==> config.mk <==
export PLATFORM = sky130hd
export DESIGN_NAME = touch_gesture_recognizer
export DESIGN_NICKNAME = d
export VERILOG_FILES = /design/src/sv/tgr_pkg.sv /design/src/sv/tgr_ctrl.sv /design/src/sv/tgr_datapath.sv /design/src/sv/touch_gesture_recognizer.sv
export SDC_FILE = /design/constraint.sdc
export NUM_CORES = 2
export LEC_CHECK = 0
export BUFFER_PORTS_ARGS = -buffer_cell sky130_fd_sc_hd__buf_4
export CORE_MARGIN = 2
export CORE_UTILIZATION = 35
export CTS_BUF_LIST = sky130_fd_sc_hd__clkbuf_4 sky130_fd_sc_hd__clkbuf_8 sky130_fd_sc_hd__clkbuf_16
export CTS_CLUSTER_SIZE = 24
export DETAILED_ROUTE_END_ITERATION = 12
export GPL_ROUTABILITY_DRIVEN = 0
export PLACE_DENSITY = 0.48
export SLEW_MARGIN = 0
export SYNTH_ARGS = -nofsm -noshare
export SYNTH_HDL_FRONTEND = slang
export SYNTH_SLANG_ARGS = --single-unit
==> constraint.sdc <==
create_clock -name aclk -period 15.6 [get_ports aclk]
set_clock_uncertainty 0.2 [all_clocks]
set_input_delay 2.34 -clock aclk [delete_from_list [all_inputs] [get_ports aclk]]
set_output_delay 2.34 -clock aclk [all_outputs]
set_load 0.01 [all_outputs]
==> src/sv/tgr_pkg.sv <==
package tgr_pkg;
    typedef enum logic [1:0] {
        PH_IDLE      = 2'd0,
        PH_WAIT_REL  = 2'd1,
        PH_WAIT_DBL  = 2'd2,
        PH_WAIT_SLIDE = 2'd3
    } phase_t;

    typedef enum logic [1:0] {
        OP_PRESS   = 2'd0,
        OP_RELEASE = 2'd1,
        OP_TICK    = 2'd2,
        OP_NONE    = 2'd3
    } op_t;

    typedef enum logic [1:0] {
        G_CLICK  = 2'd0,
        G_DOUBLE = 2'd1,
        G_SLIDE  = 2'd2
    } gesture_t;

    typedef enum logic [1:0] {
        REG_SIM    = 2'd0,
        REG_CLICK  = 2'd1,
        REG_DBL    = 2'd2,
        REG_JITTER = 2'd3
    } reg_idx_t;

    typedef enum logic [2:0] {
        C_IDLE,
        C_EVAL,
        C_EMIT
    } ctrl_state_t;

    // controller to datapath
    typedef struct packed {
        logic eval;      // apply the captured item to the state
        logic emit_step; // advance output queue after a handoff
    } dp_cmd_t;

    // datapath to controller
    typedef struct packed {
        logic has_out;   // queue holds a pending result
    } dp_stat_t;
endpackage

==> src/sv/tgr_ctrl.sv <==
module tgr_ctrl
    import tgr_pkg::*;
(
    input  logic     aclk,
    input  logic     aresetn,
    input  logic     in_fire,
    input  logic     out_fire,
    input  dp_stat_t stat,
    output logic     in_ready,
    output logic     out_valid,
    output dp_cmd_t  cmd
);
    ctrl_state_t state_reg, state_next;

    always_ff @(posedge aclk) begin
        if (!aresetn) begin
            state_reg <= C_IDLE;
        end else begin
            state_reg <= state_next;
        end
    end

    always_comb begin
        state_next = state_reg;
        unique case (state_reg)
            C_IDLE: if (in_fire) state_next = C_EVAL;
            C_EVAL: state_next = C_EMIT;
            C_EMIT: if (!stat.has_out) state_next = C_IDLE;
            default: state_next = C_IDLE;
        endcase
    end

    always_comb begin
        in_ready      = (state_reg == C_IDLE);
        out_valid     = (state_reg == C_EMIT) && stat.has_out;
        cmd.eval      = (state_reg == C_EVAL);
        cmd.emit_step = out_fire;
    end
endmodule

==> src/sv/tgr_datapath.sv <==
module tgr_datapath
    import tgr_pkg::*;
#(
    parameter int CHANNELS  = 12,
    parameter int TIME_BITS = 32
) (
    input  logic        aclk,
    input  logic        aresetn,
    input  logic        in_fire,
    input  logic [1:0]  in_op,
    input  logic [3:0]  in_channel,
    input  logic [31:0] in_event_ms,
    input  logic [31:0] in_now_ms,
    input  logic        cfg_fire,
    input  logic [1:0]  cfg_index,
    input  logic [15:0] cfg_data,
    input  dp_cmd_t     cmd,
    output dp_stat_t    stat,
    output logic [1:0]  out_gesture,
    output logic [3:0]  out_channel,
    output logic        out_last
);
    localparam int TB = TIME_BITS;
    localparam int NB = $clog2(CHANNELS + 1);
    localparam int TW = (TB > 32) ? TB : 32;

    typedef logic [TB-1:0] tm_t;

    logic [15:0] sim_reg, clk_reg, dbl_reg, jit_reg;
    phase_t      phase_reg, phase_next;
    logic [3:0]  latest_reg, latest_next, main_reg, main_next;
    logic [1:0]  tally_reg, tally_next;
    logic [3:0]  held_reg [CHANNELS];
    logic [3:0]  held_next [CHANNELS];
    logic [NB-1:0] hcnt_reg, hcnt_next;
    logic [3:0]  path_reg [CHANNELS];
    logic [3:0]  path_next [CHANNELS];
    logic [NB-1:0] plen_reg, plen_next;
    tm_t         fps_reg, fps_next, pst_reg, pst_next, rel_reg, rel_next, acc_reg, acc_next;
    logic [4:0]  pch_reg, pch_next;
    logic [1:0]  pop_reg, pop_next;

    logic [1:0]  op_reg;
    logic [3:0]  ch_reg;
    tm_t         ev_reg, now_reg;

    // output queue
    logic [1:0]  qg_reg [CHANNELS];
    logic [1:0]  qg_next [CHANNELS];
    logic [3:0]  qc_reg [CHANNELS];
    logic [3:0]  qc_next [CHANNELS];
    logic [NB-1:0] qn_reg, qn_next, qi_reg, qi_next;

    function automatic tm_t mag(tm_t d);
        return d[TB-1] ? tm_t'(-d) : d;
    endfunction

    logic [TW-1:0] ev_w, now_w;
    assign ev_w  = TW'(in_event_ms);
    assign now_w = TW'(in_now_ms);

    always_ff @(posedge aclk) begin
        if (in_fire) begin
            op_reg  <= in_op;
            ch_reg  <= in_channel;
            ev_reg  <= ev_w[TB-1:0];
            now_reg <= now_w[TB-1:0];
        end
    end

    logic is_held;
    logic [NB-1:0] kept;
    logic [3:0] comp [CHANNELS];
    logic jit_pass;
    tm_t d_now_acc, d_now_rel, d_now_pst, d_ev_fps;

    always_comb begin
        is_held = 1'b0;
        for (int i = 0; i < CHANNELS; i++)
            if (NB'(i) < hcnt_reg && held_reg[i] == ch_reg) is_held = 1'b1;
        kept = '0;
        for (int i = 0; i < CHANNELS; i++) comp[i] = '0;
        for (int i = 0; i < CHANNELS; i++) begin
            if (NB'(i) < hcnt_reg && held_reg[i] != ch_reg) begin
                comp[kept[$clog2(CHANNELS)-1:0]] = held_reg[i];
                kept = kept + 1'b1;
            end
        end
    end

    always_comb begin
        d_now_acc = now_reg - acc_reg;
        d_now_rel = now_reg - rel_reg;
        d_now_pst = now_reg - pst_reg;
        d_ev_fps  = mag(ev_reg - fps_reg);
        jit_pass  = (d_now_acc > tm_t'(jit_reg)) || ({1'b0, ch_reg} != pch_reg)
                    || (op_reg != pop_reg);
    end

    always_comb begin
        logic do_reset;
        logic [NB-1:0] k;
        phase_next  = phase_reg;
        latest_next = latest_reg;
        main_next   = main_reg;
        tally_next  = tally_reg;
        held_next   = held_reg;
        hcnt_next   = hcnt_reg;
        path_next   = path_reg;
        plen_next   = plen_reg;
        fps_next    = fps_reg;
        pst_next    = pst_reg;
        rel_next    = rel_reg;
        acc_next    = acc_reg;
        pch_next    = pch_reg;
        pop_next    = pop_reg;
        qg_next     = qg_reg;
        qc_next     = qc_reg;
        qn_next     = qn_reg;
        qi_next     = qi_reg;
        do_reset    = 1'b0;
        k = '0;
        if (cmd.eval) begin
            qn_next = '0;
            qi_next = '0;
            if (op_reg == OP_TICK) begin
                if (phase_reg == PH_WAIT_DBL && d_now_rel > tm_t'(dbl_reg)) begin
                    qg_next[0] = G_CLICK; qc_next[0] = main_reg; qn_next = NB'(1);
                    do_reset = 1'b1;
                end
            end else if (op_reg != OP_NONE && jit_pass) begin
                acc_next = now_reg;
                pch_next = {1'b0, ch_reg};
                pop_next = op_reg;
                if ({1'b0, ch_reg} < 5'(CHANNELS)) begin
                    unique case (phase_reg)
                        PH_IDLE: if (op_reg == OP_PRESS) begin
                            latest_next = ch_reg; held_next[0] = ch_reg; hcnt_next = NB'(1);
                            fps_next = ev_reg; pst_next = now_reg; phase_next = PH_WAIT_REL;
                        end
                        PH_WAIT_REL: begin
                            if (op_reg == OP_PRESS) begin
                                if (d_ev_fps > tm_t'(sim_reg)) begin
                                    path_next[0] = latest_reg; path_next[1] = ch_reg;
                                    plen_next = NB'(2); main_next = latest_reg;
                                    latest_next = ch_reg; phase_next = PH_WAIT_SLIDE;
                                end
                                if (!is_held && hcnt_reg < NB'(CHANNELS)) begin
                                    held_next[hcnt_reg[$clog2(CHANNELS)-1:0]] = ch_reg;
                                    hcnt_next = hcnt_reg + 1'b1;
                                end
                            end else if (is_held) begin
                                held_next = comp; hcnt_next = kept;
                                if (kept == '0) begin
                                    if (d_now_pst > tm_t'(clk_reg)) do_reset = 1'b1;
                                    else begin
                                        rel_next = now_reg; tally_next = tally_reg + 1'b1;
                                        main_next = latest_reg; phase_next = PH_WAIT_DBL;
                                    end
                                end
                            end
                        end
                        PH_WAIT_DBL: begin
                            if (d_now_rel > tm_t'(dbl_reg)) begin
                                qg_next[0] = G_CLICK; qc_next[0] = main_reg; qn_next = NB'(1);
                                do_reset = 1'b1;
                            end else if (op_reg == OP_PRESS) begin
                                latest_next = ch_reg; held_next[0] = ch_reg;
                                hcnt_next = NB'(1); fps_next = ev_reg; pst_next = now_reg;
                                phase_next = PH_WAIT_REL;
                            end
                        end
                        default: begin
                            if (op_reg == OP_PRESS) begin
                                if (d_ev_fps > tm_t'(sim_reg) && !is_held) begin
                                    if (plen_reg < NB'(CHANNELS)) begin
                                        path_next[plen_reg[$clog2(CHANNELS)-1:0]] = ch_reg;
                                        plen_next = plen_reg + 1'b1;
                                        latest_next = ch_reg;
                                    end
                                    if (hcnt_reg < NB'(CHANNELS)) begin
                                        held_next[hcnt_reg[$clog2(CHANNELS)-1:0]] = ch_reg;
                                        hcnt_next = hcnt_reg + 1'b1;
                                    end
                                end
                            end else if (is_held) begin
                                held_next = comp; hcnt_next = kept;
                                if (kept == '0) begin
                                    if (plen_reg >= NB'(2)) begin
                                        for (int i = 0; i < CHANNELS; i++) begin
                                            qg_next[i] = G_SLIDE; qc_next[i] = path_reg[i];
                                        end
                                        qn_next = plen_reg;
                                    end
                                    do_reset = 1'b1;
                                end
                            end
                        end
                    endcase
                    // double click check uses post-update tally and release time
                    if (!do_reset && tally_next == 2'd2 && (now_reg - rel_next) <= tm_t'(dbl_reg)) begin
                        k = qn_next;
                        qg_next[k[$clog2(CHANNELS)-1:0]] = G_DOUBLE;
                        qc_next[k[$clog2(CHANNELS)-1:0]] = main_next;
                        qn_next = k + 1'b1;
                        do_reset = 1'b1;
                    end
                end
            end
            if (do_reset) begin
                phase_next = PH_IDLE; latest_next = '0; main_next = '0; tally_next = '0;
                hcnt_next = '0; plen_next = '0;
                for (int i = 0; i < CHANNELS; i++) begin
                    held_next[i] = '0; path_next[i] = '0;
                end
            end
        end else if (cmd.emit_step) begin
            qi_next = qi_reg + 1'b1;
        end
    end

    always_ff @(posedge aclk) begin
        if (!aresetn) begin
            sim_reg <= 16'd50; clk_reg <= 16'd500; dbl_reg <= 16'd600; jit_reg <= 16'd30;
            phase_reg <= PH_IDLE; latest_reg <= '0; main_reg <= '0; tally_reg <= '0;
            hcnt_reg <= '0; plen_reg <= '0;
            for (int i = 0; i < CHANNELS; i++) begin
                held_reg[i] <= '0; path_reg[i] <= '0;
            end
            fps_reg <= '0; pst_reg <= '0; rel_reg <= '0; acc_reg <= '0;
            pch_reg <= 5'd16; pop_reg <= OP_NONE;
            qn_reg <= '0; qi_reg <= '0;
        end else begin
            if (cfg_fire) begin
                unique case (reg_idx_t'(cfg_index))
                    REG_SIM:    sim_reg <= cfg_data;
                    REG_CLICK:  clk_reg <= cfg_data;
                    REG_DBL:    dbl_reg <= cfg_data;
                    REG_JITTER: jit_reg <= cfg_data;
                    default: ;
                endcase
            end
            phase_reg <= phase_next; latest_reg <= latest_next; main_reg <= main_next;
            tally_reg <= tally_next; held_reg <= held_next; hcnt_reg <= hcnt_next;
            path_reg <= path_next; plen_reg <= plen_next;
            fps_reg <= fps_next; pst_reg <= pst_next; rel_reg <= rel_next; acc_reg <= acc_next;
            pch_reg <= pch_next; pop_reg <= pop_next;
            qn_reg <= qn_next; qi_reg <= qi_next;
        end
    end

    always_ff @(posedge aclk) begin
        qg_reg <= qg_next;
        qc_reg <= qc_next;
    end

    logic [$clog2(CHANNELS)-1:0] qsel;
    assign qsel        = qi_reg[$clog2(CHANNELS)-1:0];
    assign stat.has_out = (qi_reg < qn_reg);
    assign out_gesture = qg_reg[qsel];
    assign out_channel = qc_reg[qsel];
    assign out_last    = (qi_reg + 1'b1 == qn_reg);
endmodule

==> src/sv/touch_gesture_recognizer.sv <==
// timing: an item is evaluated in the cycle after acceptance; its first result is
// offered in the cycle after that, then results stream one per cycle while m_tready
// is high, last one marked by m_tlast
// input: a new item is not accepted until every result of the previous one has drained
// (the list scan is a combinational parallel compare; the queue drains serially)
// reset: aresetn synchronous active low; registers return to defaults, gesture idle
module touch_gesture_recognizer
    import tgr_pkg::*;
#(
    parameter int CHANNELS  = 12,
    parameter int TIME_BITS = 32
) (
    input  logic        aclk,
    input  logic        aresetn,
    input  logic        s_tvalid,
    output logic        s_tready,
    input  logic [71:0] s_tdata,   // channel[3:0], event_ms[35:4], now_ms[67:36], zero pad
    input  logic [1:0]  s_tuser,   // op
    output logic        m_tvalid,
    input  logic        m_tready,
    output logic [7:0]  m_tdata,   // gesture_channel[3:0], zero pad
    output logic [1:0]  m_tuser,   // gesture
    output logic        m_tlast,
    input  logic        cfg_valid,
    output logic        cfg_ready,
    input  logic [1:0]  cfg_index,
    input  logic [15:0] cfg_data
);
    dp_cmd_t  cmd;
    dp_stat_t stat;
    logic in_fire, out_fire;
    logic [3:0] gch;

    assign in_fire   = s_tvalid && s_tready;
    assign out_fire  = m_tvalid && m_tready;
    assign cfg_ready = 1'b1;

    // sequencer: capture, evaluate, drain results
    tgr_ctrl u_ctrl (
        .aclk, .aresetn, .in_fire, .out_fire, .stat,
        .in_ready(s_tready), .out_valid(m_tvalid), .cmd
    );

    // state, lists and result queue
    tgr_datapath #(.CHANNELS(CHANNELS), .TIME_BITS(TIME_BITS)) u_dp (
        .aclk, .aresetn, .in_fire,
        .in_op(s_tuser), .in_channel(s_tdata[3:0]),
        .in_event_ms(s_tdata[35:4]), .in_now_ms(s_tdata[67:36]),
        .cfg_fire(cfg_valid && cfg_ready), .cfg_index, .cfg_data,
        .cmd, .stat, .out_gesture(m_tuser), .out_channel(gch), .out_last(m_tlast)
    );

    assign m_tdata = {4'b0, gch};

    // no new transaction while results are pending
    a_busy: assert property (@(posedge aclk) disable iff (!aresetn)
        m_tvalid |-> !s_tready) else $error("input taken while draining");
    // tlast only rides on a valid result
    a_last: assert property (@(posedge aclk) disable iff (!aresetn)
        m_tlast |-> m_tvalid) else $error("tlast without tvalid");
    a_acc: assert property (@(posedge aclk) disable iff (!aresetn)
        in_fire |=> !s_tready) else $error("ready right after accept");
endmodule
==> qor.csv <==
metric,value,unit
clock sink count,467,
Initial Util,35.4,%
Internal,2.40,mW
drc violations,0,
clk root buf,clkbuf_16,
status,"finished, violations left",
post-layout minimum cycle time,14740,ps
Pre-antenna DRT Iters,6,
Clock Power Share,40.4,%
critical path arrival,15070,ps
Die W,339,um
Rows,122,
Hold WC Path Type,flip-flop to flip-flop,
GRT overflow,0,
All-Layer GR Usage,22.2,%
Hold Buf Count CTS,0,
switching part of the total,30.0,%
Iter 0 DRT Violations,2927,
Avg Vias per Cell,5.62,
placed cell areas,0.0422,mm^2
failing checks,"max-capacitance violations, max-slew violations",
area of the multi-input gates,0.0266,mm^2
clk_lat worst skew,650,ps
required time of the critical path,15930,ps
routing usage on met2,36.8,%
Yosys warnings,0,
Layout Utilization,40.1,%
register bit total from synthesis,467,
Routed WL per cell,20.7,um
Inserted Clock Buffers,56,
fillcell total,11500,
highest fanout seen on the critical path,23,
global-route wire length before repair,204000,um
final hold viol count,0,
Mapped Area,0.0393,mm^2
synth top area cells,"dfxtp_1, edfxtp_1, ha_1, mux2i_1, nand2_1",
Peak Freq,0.0678,GHz
Unique masters post-synth,118,
Flop pwr share,38.3,%
Clock H-tree levels,2,
number of global-route vias before repair,34300,
share of the synthesized area in the top cell type,16.6,%
Critical Path Most Common Cell,ha_1,
Total Nets Final,5284,
Setup Viol. Count Final,0,
Synth async-reset ratio,0,%
Post-synth top flop,dfxtp_1,
die area,0.115,mm^2
Worst path max stage delay,490,ps
Port Buffer Count,101,
FF/Latch Area,0.0108,mm^2
"Most Used Layer, Global Route",met2,
met1 Usage GRT,29.9,%
Synth top cells by count,"nand2_1, nor2_1, dfxtp_1",
cell type with the largest total area after synthesis,dfxtp_1,
largest net degree at the start of global routing,90,
post-route design area,0.0445,mm^2
via count,36100,
number of synthesized flops with an enable pin,142,
pre-CTS setup slack,-242,ps
Gate power share,21.3,%
CP Launch Type,flip-flop,
initial antenna violation count,4,
routed wire length,133000,um
hpwl dp,100000,um
Tcrit/Tclk final,94.5,%
pwr/cell area,76.9,mW/mm^2
core area,0.111,mm^2
slowest CP cell,o41a_1,
Pleak,17.2,nW
crit end category,flip-flop,
DIE HEIGHT,339,um
Worst Tran Pin Value,1500,ps
share of layout cells above drive strength 1,11.7,%
CTS max path bufs,3,
worst vdd ir,0.0859,mV
TritonCTS clock tree,built,
CTS clock-pin slew for the worst setup and hold paths,70,ps
# IOs,111,
Slew Limit Fails,6,
placed cells,6300,
DRT antenna net count,0,
register area share after synthesis,27.4,%
Finished Layout Cells,6430,
met3 usage,1.71,%
sw power,1.03,mW
Syn Area/Cell,8.21,um^2
Slew headroom,-0.896,%
WS Path Type,flip-flop to flip-flop,
area delta synth->final,13.3,%
top-count cell post-synth,nand2_1,
Gate Count Post-Synth,4789,
max-cap viol count,1,
Setup WS post-layout,860,ps
## cell usage in the layout (no fill, tap or decap), types with 26 or more instances in the layout
master and instances:
buf_4 264, mux2_2 49, a211oi_1 113, nand2_1 513
o21a_1 64, xor2_1 67, dfxtp_1 325, mux2i_1 301
nor4_1 30, and2_1 31, o21ai_0 163, nand2b_1 31
o221ai_1 27, o21ai_1 26, nor2b_1 38, or3_1 36
a31oi_1 46, o211ai_1 68, edfxtp_1 142, a21oi_1 298
o22ai_1 40, o2bb2ai_1 45, clkbuf_16 60, inv_1 313
a21o_1 106, nand3_1 106, and3_1 55, nor2_1 456
nor3_1 85, nand4_1 70, ha_1 288, xnor2_1 123
## per-stage QoR
stage | hold WS [ps] | total power [mW] | setup TNS (ps)
floorplan | 223 | 1.85 | 0
global placement | 231 | 2.05 | -13230
detailed placement | 237 | 2.06 | -11060
CTS | 247 | 3.46 | 0
global route | 270 | 3.61 | -51.4
finish | 246 | 3.43 | 0
## power groups by stage
stage	combinational [mW]	sequential, mW	clock, mW
5_1_grt	0.818	1.31	1.47
2_1_floorplan	0.530	1.33	0
4_1_cts	0.724	1.31	1.43
3_3_place_gp	0.716	1.34	0
6_report	0.730	1.31	1.38
3_5_place_dp	0.718	1.34	0
## per-layer routing
| metal | part of all wire (%) | vias up |
|---|---|---|
| li1 | - | 17800 |
| met1 | 46 | 17100 |
| met2 | 46 | 939 |
| met3 | 4.1 | 207 |
| met4 | 3.8 | 2 |
| met5 | 0.0060 | - |
## cell type report
| cell class | count | area share (%) |
|---|---|---|
| Multi-Input combinational cell | 3771 | 59.6 |
| Sequential cell | 467 | 24.2 |
| Timing Repair Buffer | 273 | 4.84 |
| Tap cell | 1488 | 4.18 |
| Clock buffer | 84 | 3.85 |
| Inverter | 322 | 2.75 |
| Clock inverter | 22 | 0.581 |
| Timing Repair inverter | 1 | 0.0112 |
| Antenna cell | 2 | 0.0112 |
## cells by family after synthesis
kind of cell	synth area share, %
adders and majority gates	9.53
DFF	27.4
muxes	10.1
AOI/OAI and AO/OA	23.5
other	0.0191
and+or+nand+nor	18.7
xor gates and xnor gates	5.17
buffers and inverters	5.52
## timing repair
| action | in CTS | in global routing |
|---|---|---|
| resized for setup | 3 | 39 |
| setup buffers | 0 | 19 |
| gates cloned | 0 | 3 |
| pin swaps | 0 | 6 |
| endpoints found under the setup margin | 130 | 143 |
## critical path, delay by kind of cell, from the launching register on
| family | cells | cell delay (ps) |
|---|---|---|
| buffers and inverters | 11 | 1700 |
| AO/OA/AOI/OAI | 26 | 4900 |
| XOR/XNOR | 2 | 290 |
| adder cells (fa/ha/maj) | 12 | 3410 |
| AND/OR/NAND/NOR | 21 | 3210 |
| multiplexers | 2 | 360 |
| flip-flops | 1 | 480 |
## worst paths after layout
check                   from  cells after the start  slack (ps)           endpoint
max reg2reg   u_dp.ch_reg[3]                     74         860  u_dp.held_reg[22]
max           u_dp.ch_reg[3]                     74         860  u_dp.held_reg[22]
min          u_dp.pch_reg[4]                      2         250    u_dp.pch_reg[4]
min reg2reg  u_dp.pch_reg[4]                      2         250    u_dp.pch_reg[4]
(Power assumes the default switching activity.)
